**src/sv/sssd_pkg.sv**
```systemverilog
package sssd_pkg;

  localparam int DIGITS_DEF = 6;

  localparam int VALUE_W    = 20;
  localparam int DOT_W      = 6;
  localparam int DUR_W      = 16;
  localparam int TPS_W      = 16;
  localparam int LIMIT_W    = DUR_W + TPS_W;
  localparam int CFG_IDX_W  = 3;
  localparam int CFG_DATA_W = 20;
  localparam int CONV_CNT_W = $clog2(VALUE_W + 1);
  localparam int IN_DATA_W  = 8;
  localparam int OUT_DATA_W = 16;

  localparam logic [DUR_W-1:0]   DUR_RESET   = 16'd1;
  localparam logic [TPS_W-1:0]   TPS_RESET   = 16'd1000;
  localparam logic [LIMIT_W-1:0] LIMIT_RESET = 32'd1000;

  // high byte of the word: all selects off (active low)
  localparam logic [7:0] SEL_ALL = 8'hFF;

  typedef enum logic [CFG_IDX_W-1:0] {
    CFG_DISPLAY_VALUE = 3'd0,
    CFG_DOT_MASK      = 3'd1,
    CFG_DURATION      = 3'd2,
    CFG_TICKS_PER_SEC = 3'd3
  } cfg_idx_t;

  typedef enum logic [1:0] {
    STOP_NONE     = 2'd0,
    STOP_DURATION = 2'd1,
    STOP_QUIT     = 2'd2
  } stop_t;

  typedef struct packed {
    logic clear;   // zero the conversion digit
    logic shift;   // one double-dabble step
    logic load;    // scan digit takes neighbor's converted digit
    logic rotate;  // scan digit takes neighbor's scan digit
  } cell_ctrl_t;

  function automatic logic [6:0] seg_of(input logic [3:0] digit);
    logic [6:0] seg;
    unique case (digit)
      4'd0:    seg = 7'h3F;
      4'd1:    seg = 7'h06;
      4'd2:    seg = 7'h5B;
      4'd3:    seg = 7'h4F;
      4'd4:    seg = 7'h66;
      4'd5:    seg = 7'h6D;
      4'd6:    seg = 7'h7D;
      4'd7:    seg = 7'h27;
      4'd8:    seg = 7'h7F;
      4'd9:    seg = 7'h6F;
      default: seg = 7'h00;
    endcase
    return seg;
  endfunction

endpackage

```
**src/sv/sssd_cell.sv**
```systemverilog
module sssd_cell (
  input  logic                 clk,
  input  logic                 rst_n,
  input  sssd_pkg::cell_ctrl_t ctrl,
  input  logic                 carry_in,
  output logic                 carry_out,
  input  logic [3:0]           conv_in,
  input  logic [3:0]           scan_in,
  output logic [3:0]           conv_digit,
  output logic [3:0]           scan_digit
);
  import sssd_pkg::*;

  logic [3:0] conv_r, conv_nxt;
  logic [3:0] scan_r, scan_nxt;
  logic [3:0] adj;

  // add 3 when the digit would overflow past 9 after doubling
  always_comb begin
    adj       = (conv_r >= 4'd5) ? conv_r + 4'd3 : conv_r;
    carry_out = adj[3];
    if (ctrl.clear) begin
      conv_nxt = 4'd0;
    end else if (ctrl.shift) begin
      conv_nxt = {adj[2:0], carry_in};
    end else begin
      conv_nxt = conv_r;
    end
    if (ctrl.load) begin
      scan_nxt = conv_in;
    end else if (ctrl.rotate) begin
      scan_nxt = scan_in;
    end else begin
      scan_nxt = scan_r;
    end
  end

  always_ff @(posedge clk) begin
    if (!rst_n) begin
      conv_r <= 4'd0;
    end else begin
      conv_r <= conv_nxt;
    end
  end

  always_ff @(posedge clk) begin
    scan_r <= scan_nxt;
  end

  assign conv_digit = conv_r;
  assign scan_digit = scan_r;

endmodule

```
**src/sv/seven_segment_scan_driver.sv**
```systemverilog
// a scan tick's word is registered in the output register and shows there the cycle after the tick is accepted
// throughput: one tick per cycle unless stalled by output back-pressure, a config update or a
//   pending closing word; the tick that ends a run holds input off until the closing blank word is registered
// a display_value write runs a bit-serial conversion through the digit cells, stalling input and
//   config until it is done; duration and rate writes stall both while the limit updates
// reset (synchronous, active low): idle, registers at 0 / 0 / 1 / 1000, digits converted to 0
module seven_segment_scan_driver #(
  parameter int DIGIT_COUNT = sssd_pkg::DIGITS_DEF
) (
  input  logic                             clk,
  input  logic                             rst_n,
  input  logic                             in_tvalid,
  output logic                             in_tready,
  input  logic [sssd_pkg::IN_DATA_W-1:0]   in_tdata,   // [0] start_req, [1] quit_key
  output logic                             out_tvalid,
  input  logic                             out_tready,
  output logic [sssd_pkg::OUT_DATA_W-1:0]  out_tdata,  // [15:0] segment_word
  output logic                             out_tlast,
  output logic [1:0]                       out_tuser,  // [1:0] stop_reason
  input  logic                             cfg_valid,
  output logic                             cfg_ready,
  input  logic [sssd_pkg::CFG_IDX_W-1:0]   cfg_index,
  input  logic [sssd_pkg::CFG_DATA_W-1:0]  cfg_data
);
  import sssd_pkg::*;

  localparam int IDX_W = (DIGIT_COUNT > 1) ? $clog2(DIGIT_COUNT) : 1;
  localparam logic [IDX_W-1:0] IDX_LAST = IDX_W'(DIGIT_COUNT - 1);

  // configuration
  logic [DOT_W-1:0]      dot_mask_r;
  logic [DUR_W-1:0]      dur_r;
  logic [TPS_W-1:0]      tps_r;
  logic [LIMIT_W-1:0]    limit_r;
  logic                  prod_wait_r;
  logic [VALUE_W-1:0]    sreg_r;
  logic [CONV_CNT_W-1:0] conv_cnt_r;
  logic                  cfg_fire;
  logic                  busy;
  cfg_idx_t              cfg_sel;

  // scan state
  logic                  running_r, running_nxt;
  logic [IDX_W-1:0]      idx_r, idx_nxt;
  logic [LIMIT_W-1:0]    count_r, count_nxt;
  logic [LIMIT_W-1:0]    run_limit_r, run_limit_nxt;

  // output stage
  logic                  out_valid_r, out_valid_nxt;
  logic [OUT_DATA_W-1:0] out_word_r, out_word_nxt;
  logic                  out_last_r, out_last_nxt;
  stop_t                 out_reason_r, out_reason_nxt;
  logic                  pend_r, pend_nxt;
  stop_t                 pend_reason_r, pend_reason_nxt;

  logic                  fire_in, start, quit, begin_run, tick, dur_end, out_free;
  logic [IDX_W-1:0]      d;
  logic [2:0]            d8;
  logic [3:0]            cur_digit;
  logic                  dot;
  logic [OUT_DATA_W-1:0] word;

  cell_ctrl_t            cell_ctrl;
  logic [3:0]            conv_d [DIGIT_COUNT];
  logic [3:0]            scan_d [DIGIT_COUNT];
  logic                  carry  [DIGIT_COUNT];

  assign cfg_sel   = cfg_idx_t'(cfg_index);
  assign busy      = (conv_cnt_r != '0) || prod_wait_r;
  assign cfg_ready = !busy;
  assign cfg_fire  = cfg_valid && cfg_ready;

  always_ff @(posedge clk) begin
    if (!rst_n) begin
      dot_mask_r  <= '0;
      dur_r       <= DUR_RESET;
      tps_r       <= TPS_RESET;
      limit_r     <= LIMIT_RESET;
      prod_wait_r <= 1'b0;
      conv_cnt_r  <= '0;
    end else begin
      limit_r     <= LIMIT_W'(dur_r) * LIMIT_W'(tps_r);
      prod_wait_r <= 1'b0;
      if (conv_cnt_r != '0) begin
        conv_cnt_r <= conv_cnt_r - 1'b1;
      end
      if (cfg_fire) begin
        unique case (cfg_sel)
          CFG_DISPLAY_VALUE: conv_cnt_r <= CONV_CNT_W'(VALUE_W);
          CFG_DOT_MASK:      dot_mask_r <= cfg_data[DOT_W-1:0];
          CFG_DURATION: begin
            dur_r       <= cfg_data[DUR_W-1:0];
            prod_wait_r <= 1'b1;
          end
          CFG_TICKS_PER_SEC: begin
            tps_r       <= cfg_data[TPS_W-1:0];
            prod_wait_r <= 1'b1;
          end
          default: ;
        endcase
      end
    end
  end

  // value shifts out msb first into the least significant digit cell
  always_ff @(posedge clk) begin
    if (cfg_fire && cfg_sel == CFG_DISPLAY_VALUE) begin
      sreg_r <= cfg_data[VALUE_W-1:0];
    end else if (conv_cnt_r != '0) begin
      sreg_r <= {sreg_r[VALUE_W-2:0], 1'b0};
    end
  end

  // scan tick
  assign fire_in   = in_tvalid && in_tready;
  assign start     = in_tdata[0];
  assign quit      = in_tdata[1];
  assign begin_run = !running_r && start;
  assign tick      = fire_in && (running_r || start);
  assign out_free  = !out_valid_r || out_tready;
  assign in_tready = !busy && !pend_r && out_free;

  always_comb begin
    cell_ctrl.clear  = cfg_fire && cfg_sel == CFG_DISPLAY_VALUE;
    cell_ctrl.shift  = conv_cnt_r != '0;
    cell_ctrl.load   = tick && begin_run;
    cell_ctrl.rotate = tick && !begin_run;
  end

  for (genvar i = 0; i < DIGIT_COUNT; i++) begin : g_cell
    localparam int NB = (i + 1) % DIGIT_COUNT;
    logic cin;
    if (i == DIGIT_COUNT - 1) begin : g_tail
      assign cin = sreg_r[VALUE_W-1];
    end else begin : g_mid
      assign cin = carry[i+1];
    end
    sssd_cell u_cell (
      .clk        (clk),
      .rst_n      (rst_n),
      .ctrl       (cell_ctrl),
      .carry_in   (cin),
      .carry_out  (carry[i]),
      .conv_in    (conv_d[NB]),
      .scan_in    (scan_d[NB]),
      .conv_digit (conv_d[i]),
      .scan_digit (scan_d[i])
    );
  end

  always_comb begin
    d         = begin_run ? '0 : idx_r;
    d8        = 3'(d);
    cur_digit = begin_run ? conv_d[0] : scan_d[0];
    dot       = (d8 < 3'(DOT_W)) && dot_mask_r[d8];
    word      = {SEL_ALL & ~(8'd1 << d8), dot, seg_of(cur_digit)};
    // limit is frozen for the whole run
    dur_end   = begin_run ? (limit_r == '0) : (count_r >= run_limit_r);
  end

  always_comb begin
    running_nxt     = running_r;
    idx_nxt         = idx_r;
    count_nxt       = count_r;
    run_limit_nxt   = run_limit_r;
    out_valid_nxt   = out_valid_r;
    out_word_nxt    = out_word_r;
    out_last_nxt    = out_last_r;
    out_reason_nxt  = out_reason_r;
    pend_nxt        = pend_r;
    pend_reason_nxt = pend_reason_r;
    if (tick) begin
      idx_nxt        = (d == IDX_LAST) ? '0 : d + 1'b1;
      count_nxt      = begin_run ? LIMIT_W'(1) : count_r + 1'b1;
      if (begin_run) begin
        run_limit_nxt = limit_r;
      end
      out_valid_nxt  = 1'b1;
      out_word_nxt   = word;
      out_last_nxt   = 1'b0;
      out_reason_nxt = STOP_NONE;
      running_nxt    = !(dur_end || quit);
      if (dur_end || quit) begin
        pend_nxt        = 1'b1;
        pend_reason_nxt = dur_end ? STOP_DURATION : STOP_QUIT;
      end
    end else if (pend_r && out_free) begin
      out_valid_nxt  = 1'b1;
      out_word_nxt   = '0;
      out_last_nxt   = 1'b1;
      out_reason_nxt = pend_reason_r;
      pend_nxt       = 1'b0;
    end else if (out_tready) begin
      out_valid_nxt = 1'b0;
    end
  end

  always_ff @(posedge clk) begin
    if (!rst_n) begin
      running_r   <= 1'b0;
      idx_r       <= '0;
      count_r     <= '0;
      run_limit_r <= '0;
      out_valid_r <= 1'b0;
      pend_r      <= 1'b0;
    end else begin
      running_r   <= running_nxt;
      idx_r       <= idx_nxt;
      count_r     <= count_nxt;
      run_limit_r <= run_limit_nxt;
      out_valid_r <= out_valid_nxt;
      pend_r      <= pend_nxt;
    end
  end

  always_ff @(posedge clk) begin
    out_word_r    <= out_word_nxt;
    out_last_r    <= out_last_nxt;
    out_reason_r  <= out_reason_nxt;
    pend_reason_r <= pend_reason_nxt;
  end

  assign out_tvalid = out_valid_r;
  assign out_tdata  = out_word_r;
  assign out_tlast  = out_last_r;
  assign out_tuser  = out_reason_r;

`ifndef SYNTHESIS
  a_pend_stall: assert property (@(posedge clk) disable iff (!rst_n)
    pend_r |-> !in_tready)
    else $error("input taken while closing word pending");

  a_conv_stall: assert property (@(posedge clk) disable iff (!rst_n)
    (conv_cnt_r != '0) |-> (!in_tready && !cfg_ready))
    else $error("transaction taken during digit conversion");

  a_run_end: assert property (@(posedge clk) disable iff (!rst_n)
    (tick && (dur_end || quit)) |=> (pend_r && !running_r))
    else $error("run end did not queue closing word");

  a_last_blank: assert property (@(posedge clk) disable iff (!rst_n)
    (out_tvalid && out_tlast) |-> (out_tdata == '0 && out_tuser != STOP_NONE))
    else $error("closing word not blank or missing reason");

  a_one_select: assert property (@(posedge clk) disable iff (!rst_n)
    (out_tvalid && !out_tlast) |-> ($countones(out_tdata[15:8]) == 7 && out_tuser == STOP_NONE))
    else $error("digit word must select exactly one digit");
`endif

endmodule

```
**config.mk**
```make
export PLATFORM = sky130hd
export DESIGN_NAME = seven_segment_scan_driver
export DESIGN_NICKNAME = d
export VERILOG_FILES = /design/src/sv/sssd_pkg.sv /design/src/sv/sssd_cell.sv /design/src/sv/seven_segment_scan_driver.sv
export SDC_FILE = /design/constraint.sdc
export NUM_CORES = 1
export LEC_CHECK = 0
export ABC_AREA = 1
export BUFFER_PORTS_ARGS = -buffer_cell sky130_fd_sc_hd__clkbuf_2
export CAP_MARGIN = 25
export CORE_UTILIZATION = 60
export DETAILED_ROUTE_END_ITERATION = 6
export GPL_ROUTABILITY_DRIVEN = 0
export PLACE_DENSITY = 0.77
export SLEW_MARGIN = 20
export SYNTH_ARGS = -nofsm -noshare
export SYNTH_HDL_FRONTEND = slang
export SYNTH_SLANG_ARGS = --single-unit
```
**constraint.sdc**
```tcl
create_clock -name clk -period 8.2 [get_ports clk]
set_clock_uncertainty 0.05 [all_clocks]
set_input_delay 1.23 -clock clk [delete_from_list [all_inputs] [get_ports clk]]
set_output_delay 1.23 -clock clk [all_outputs]
set_load 0.005 [all_outputs]
```
# ---- Yosys cells after proc, flatten, opt, wreduce, memory -nomap -nowiden
# Memory sizes are Yosys's and may differ from the RTL's.
# Index checks and enable logic that the tools add are counted.
dict set report word_totals {
  reg_bits 235
  latch_bits 0
  n_memories 1
  mem_bits_rw 0
  elab_cells 134
  romBits 112
}
dict set report op_classes {
  order_cmp 9
  shift 1
  n_reduce_logical 37
  n_bitwise 2
  mul 1
  eq_ne 5
  addsub 9
  mux 40
  div 0
}
# memory words width read_ports rd_ports_with_merged_regs write_ports line_no
set mem_list {}
lappend mem_list {{(name not given)} 16 7 1 0 0 sssd_pkg.sv:45} ;# unique case (digit)
# operator n
set ops {}
lappend ops {{$mux W4} 18}
lappend ops {{$mux W20} 2}
lappend ops {{$add A32 B1 Y32 const B} 1}
lappend ops {{$ge A32 B32 Y1} 1}
lappend ops {{$logic_not A32 Y1} 1}
lappend ops {{$mul A16 B16 Y32} 1}
lappend ops {{$mux W16} 2}
lappend ops {{$mux W32} 1}
lappend ops {{$ge A4 B3 Y1 const B} 6}
lappend ops {{$add A4 B2 Y4 const B} 5}
lappend ops {{$mux W5} 3}
lappend ops {{$reduce_and A2 Y1} 7}
lappend ops {{$logic_and A1 B1 Y1} 11}
lappend ops {{$mux W1} 9}
lappend ops {{$mux W3} 3}
lappend ops {{$not A8 Y8} 1}
lappend ops {{$shl A1 B3 Y8 const A} 1}
lappend ops {{$eq A3 B2 Y1 const B} 2}
lappend ops {{$logic_not A1 Y1} 6}
lappend ops {{$reduce_bool A2 Y1} 3}
lappend ops {{$reduce_bool A5 Y1} 1}
lappend ops {{$sub A5 B1 Y5 const B} 1}
lappend ops {{$logic_or A1 B1 Y1} 4}
lappend ops {{$lt A3 B4 Y1 const B} 1}
lappend ops {{other kinds (12)} 13}

# ---- Logic depth before layout (Yosys ltp)
dict set report logic_depth {
  ltp_word 10
  depth_mapped 28
  mapped_depth_nobuf 26
}

# ---- Hierarchy
# Synthesis repeated with hierarchy kept, for this count alone.
dict set report hier_totals {
  hier_cells 2601
  area_unflattened_um2 19856.5
}
# module cells_each area_per_inst_um2 n_inst
set modules_own_cells {}
lappend modules_own_cells {seven_segment_scan_driver 2259 17259.1 1}
lappend modules_own_cells {sssd_cell 57 432.9 6}

# ---- Least setup slack after synthesis
# Ideal clock, no wire load.
dict set report synth_timing {
  path_type {register to register}
  from {reg dur_r[7]}
  to {reg limit_r[31]}
  required_ns 8.037
  period_less_slack_ns 5.605
  stages_incl_launch_ff 25
  n_path_buf 2
  t_arrival_ns 5.442
  path_slack_ns 2.595
  setup_time_ns 0.113
  path_cell_list {dfxtp_1 clkbuf_1 clkbuf_1 nand2_1 fa_1 inv_1 fa_1 inv_1 fa_1 inv_1 fa_1 fa_1 inv_1 fa_1 inv_1 ha_1 a21o_1 a21oi_1 o21ai_0 nand2_1 nand3_1 a21oi_1 nand2_1 nand2_1 nor2_1}
}
dict set report synth_via {
  elab_chain_cells 1
}
# element line_no
set synth_lines {}
lappend synth_lines {{from (decl)} seven_segment_scan_driver.sv:32} ;# logic [DUR_W-1:0] dur_r;
lappend synth_lines {{from (signal assigned)} seven_segment_scan_driver.sv:92} ;# dur_r <= cfg_data[DUR_W-1:0];
lappend synth_lines {{$mul A16 B16 Y32} seven_segment_scan_driver.sv:82} ;# limit_r <= LIMIT_W'(dur_r) * LIMIT_W'(tps_r);
lappend synth_lines {{to (signal assigned)} seven_segment_scan_driver.sv:82}
lappend synth_lines {{to (decl)} seven_segment_scan_driver.sv:34} ;# logic [LIMIT_W-1:0] limit_r;
# Every way passes these cells.
# A chain may end at the register's enable or synchronous reset.

# ---- Final worst setup path
dict set report layout_timing {
  from {reg dur_r[10]}
  to {reg limit_r[22]}
}
# Same word-level chain as after synthesis.

==> run_results.csv <==
group,metric,value,unit
run_status,status,"finished, final reports clean",
cts,h-tree-depth,1,
finish,mostFrequentLayoutCell,"inv_1",
critical_path,reg2reg_from,"dur_r[10]",
detailed_routing,drtAntennaViolNets,0,
finish,insertedDiodeCount,0,
critical_path,reg2reg_depth,20,
logic_synthesis,synth_area,19700,um2
placement,port_buffers,51,
detailed_routing,drt-total-wl,45200,um
run,drv_cap,0,
critical_path,crit_type,"flop to flop",
die,die_width,183,um
sta,fin_crit_sh,0.758,
critical_path,end_kind,"flop",
die,io_pins,58,
critical_path,start_kind,"flop",
pwr,p_total,0.00427,W
pwr,combPwrFrac,0.334,
detailed_routing,wirelength_met1,19300,um
sta,setup_tns,0,ns
die,core,32500,um2
global_routing,antenna_found_initial,0,
detailed_routing,routed_via_density,5.46,
cts,cts_made_buffers,25,
logic_synthesis,yosysSeqAreaShare,0.270,
cts,post_cts_buffers,0,
logic_synthesis,async_flop_share,0,
global_routing,grt_pass1_wl,77600,um
finish,drive_gt1_frac,0.0552,
pwr,clkPwrFrac,0.284,
sta,rsz0062_at_grt,"false",
logic_synthesis,ys.flop_type,"dfxtp_1",
placement,dp.cells,2915,
logic_synthesis,postSynthCellCount,2529,
pwr,seq_power_share,0.382,
cts,clk_pin_slew,0.07,ns
die,rows,66,
critical_path,cp_cell_sequence,"nand2_1, fa_1, fa_1, fa_1, inv_1, fa_1, fa_1, inv_1, fa_1, inv_1, ha_1, nand2_1, nor2_1, nand3_1, nand2_1, nand2_1, o21ai_0, nand2_1, nand2_1, nor2_1",
detailed_routing,drtIter0Drc,1095,
detailed_routing,dr_wl_met3,2830,um
detailed_routing,wl_met2,21900,um
logic_synthesis,synth_cell_type_count,53,
cts,clock_latency,0.54,ns
min_path,holdCritPathClass,"flop to flop",
pwr,p_per_area,203,nW/um2
finish,seqCellArea,5330,um2
cts,ctsHoldBuffers,0,
finish,final_cell_mix,"556 x inv_1, 510 x nand2_1, 212 x nor2_1",
min_path,min_to,"out_tlast",
logic_synthesis,synth-edff-count,62,
finish,multi_input_area,11900,um2
detailed_routing,vias,16168,
min_path,hold_path_startpoint,"out_tlast",
logic_synthesis,syn-num-nets,2917,
die,start_util,0.608,
detailed_routing,routedWlPerCell,15.3,um
die,die_h,183,um
sta,tightest_slew,0.939,ns
critical_path,rrSetupSlack,1.98,ns
finish,area_growth,6.65,%
pwr,cellLeakagePower,10.7,nW
global_routing,grt_max_degree,70,
detailed_routing,first_pass_iters,5,
critical_path,cp_slowest_stage_delay,0.93,ns
cts,cts_tree,"done",
min_path,min_path_cells,2,
global_routing,grt-ovfl-total,0,
critical_path,required,8.60,ns
critical_path,cp_max_fo,17,
cts,clock_path_buffers,3,
pwr,p_switching,0.00158,W
sta,final-hold-violation-count,0,
finish,n_fill_cell,2739,
sta,finalMaxSlewViolations,0,
sta,fmax,161,MHz
cts,cts.sinks,235,
detailed_routing,drc,0,
critical_path,reg2reg_to,"limit_r[22]",
sta,whs,0.407,ns
global_routing,grt_pass1_vias,16582,
logic_synthesis,ys_ff_latch,235,
pwr,ir_drop,171,uV
sta,fin_crit,6.22,ns
finish,final_net_count,2889,
sta,finalSetupViolations,0,
die,dieArea,33600,um2
placement,place_hpwl,33600,um
detailed_routing,top_layer,"met4",
critical_path,cp.arrival,6.62,ns
cts,ctsResizeCount,0,
global_routing,grtUsageTotal,0.284,
logic_synthesis,synth.avg_cell_area,7.80,um2
cts,cts_root_buffer,"clkbuf_16",
finish,layoutNonFillerInstCount,2962,
pwr,internal_power,0.00269,W
pwr,swShare,0.369,
critical_path,cpMaxStageDelayCell,"dfxtp_1",
logic_synthesis,synth_warnings,0,
sta,relSlewSlack,0.374,
registers in the layout, summed over array words and instances, names as in the netlist, 2 cells and up:
name / count
pend_reason_r: 2
run_limit_r: 32
conv_cnt_r: 5
g_cell.u_cell.conv_digit: 24
limit_r: 32
dot_mask_r: 6
out_tdata: 16
out_tuser: 2
sreg_r: 20
count_r: 32
idx_r: 3
tps_r: 16
dur_r: 16
g_cell.u_cell.scan_digit: 24
cell families after synthesis:
logic type,after synthesis,synth area share
AO/OA/AOI/OAI,381,0.110
XOR/XNOR,20,0.00888
adder cells (fa/ha/maj),352,0.297
buffers and inverters,675,0.130
flip-flops,235,0.270
multiplexers,15,0.00850
AND/OR/NAND/NOR,851,0.176
how the worst max path moves through the flow:
| stage | start | end | depth (start not counted) |
|---|---|---|---|
| finish | dur_r[10] | limit_r[22] | 20 |
| global route | tps_r[7] | limit_r[31] | 23 |
| CTS | dur_r[6] | limit_r[27] | 22 |
| detailed placement | dur_r[6] | limit_r[27] | 22 |
| global placement | dur_r[6] | limit_r[27] | 22 |
| floorplan | dur_r[7] | limit_r[31] | 24 |
metrics by stage:
step                      instance area [um2]   util  setup slack, ns
after floorplan                         19700      -             2.60
after global placement                  20100  0.621             2.22
after detailed placement                20100  0.621             2.13
after CTS                               21000  0.648             2.12
after global routing                    21000  0.648             1.69
final                                   21000  0.648             1.98
power groups by stage:
stage                     clock network [W]  logic [W]  registers (W)
after CTS                           0.00123    0.00142        0.00163
final                               0.00121    0.00142        0.00163
after global placement                    0    0.00134        0.00164
after global routing                0.00127    0.00164        0.00165
after floorplan                           0    0.00110        0.00156
after detailed placement                  0    0.00141        0.00165
cell type report:
cell class                      count  area share
Tap cell                          442      0.0263
Inverter                          561       0.100
Clock inverter                     14      0.0103
Timing Repair Buffer               59      0.0153
Sequential cell                   235       0.253
Clock buffer                       32      0.0315
Multi-Input combinational cell   1619       0.563
critical path: cells and delay by family (launching register included):
kind	cells	cell delay [ns]
simple gates	9	1.26
compound gates	1	0.24
fa+ha+maj	7	3.48
flops	1	0.93
buf+inv	3	0.14
synth_stat cells (7+ instances only):
master | instances | area (um2)
a21o_1 | 8 | 60.1
fa_1 | 194 | 3880
nand2_1 | 510 | 1910
a211oi_2 | 10 | 125
nand4_1 | 24 | 150
clkbuf_1 | 103 | 387
o21ai_0 | 129 | 646
xor2_1 | 14 | 123
mux2_2 | 12 | 135
buf_2 | 7 | 35.0
dfxtp_1 | 173 | 3460
o211ai_1 | 7 | 52.6
ha_1 | 158 | 1980
edfxtp_1 | 62 | 1860
a211oi_1 | 37 | 278
nor2_1 | 212 | 796
nor3_1 | 33 | 165
nand3_1 | 45 | 225
inv_1 | 557 | 2090
a21oi_1 | 159 | 796
nor4_1 | 8 | 50.1
per-layer routing:
layer | vias up | global-route usage
li1 | 7767 | -
met1 | 7779 | 0.365
met2 | 531 | 0.502
met3 | 91 | 0.0312
met4 | 0 | 0.0903
met5 | - | 0
No activity file was read; power rests on OpenSTA's default activity.
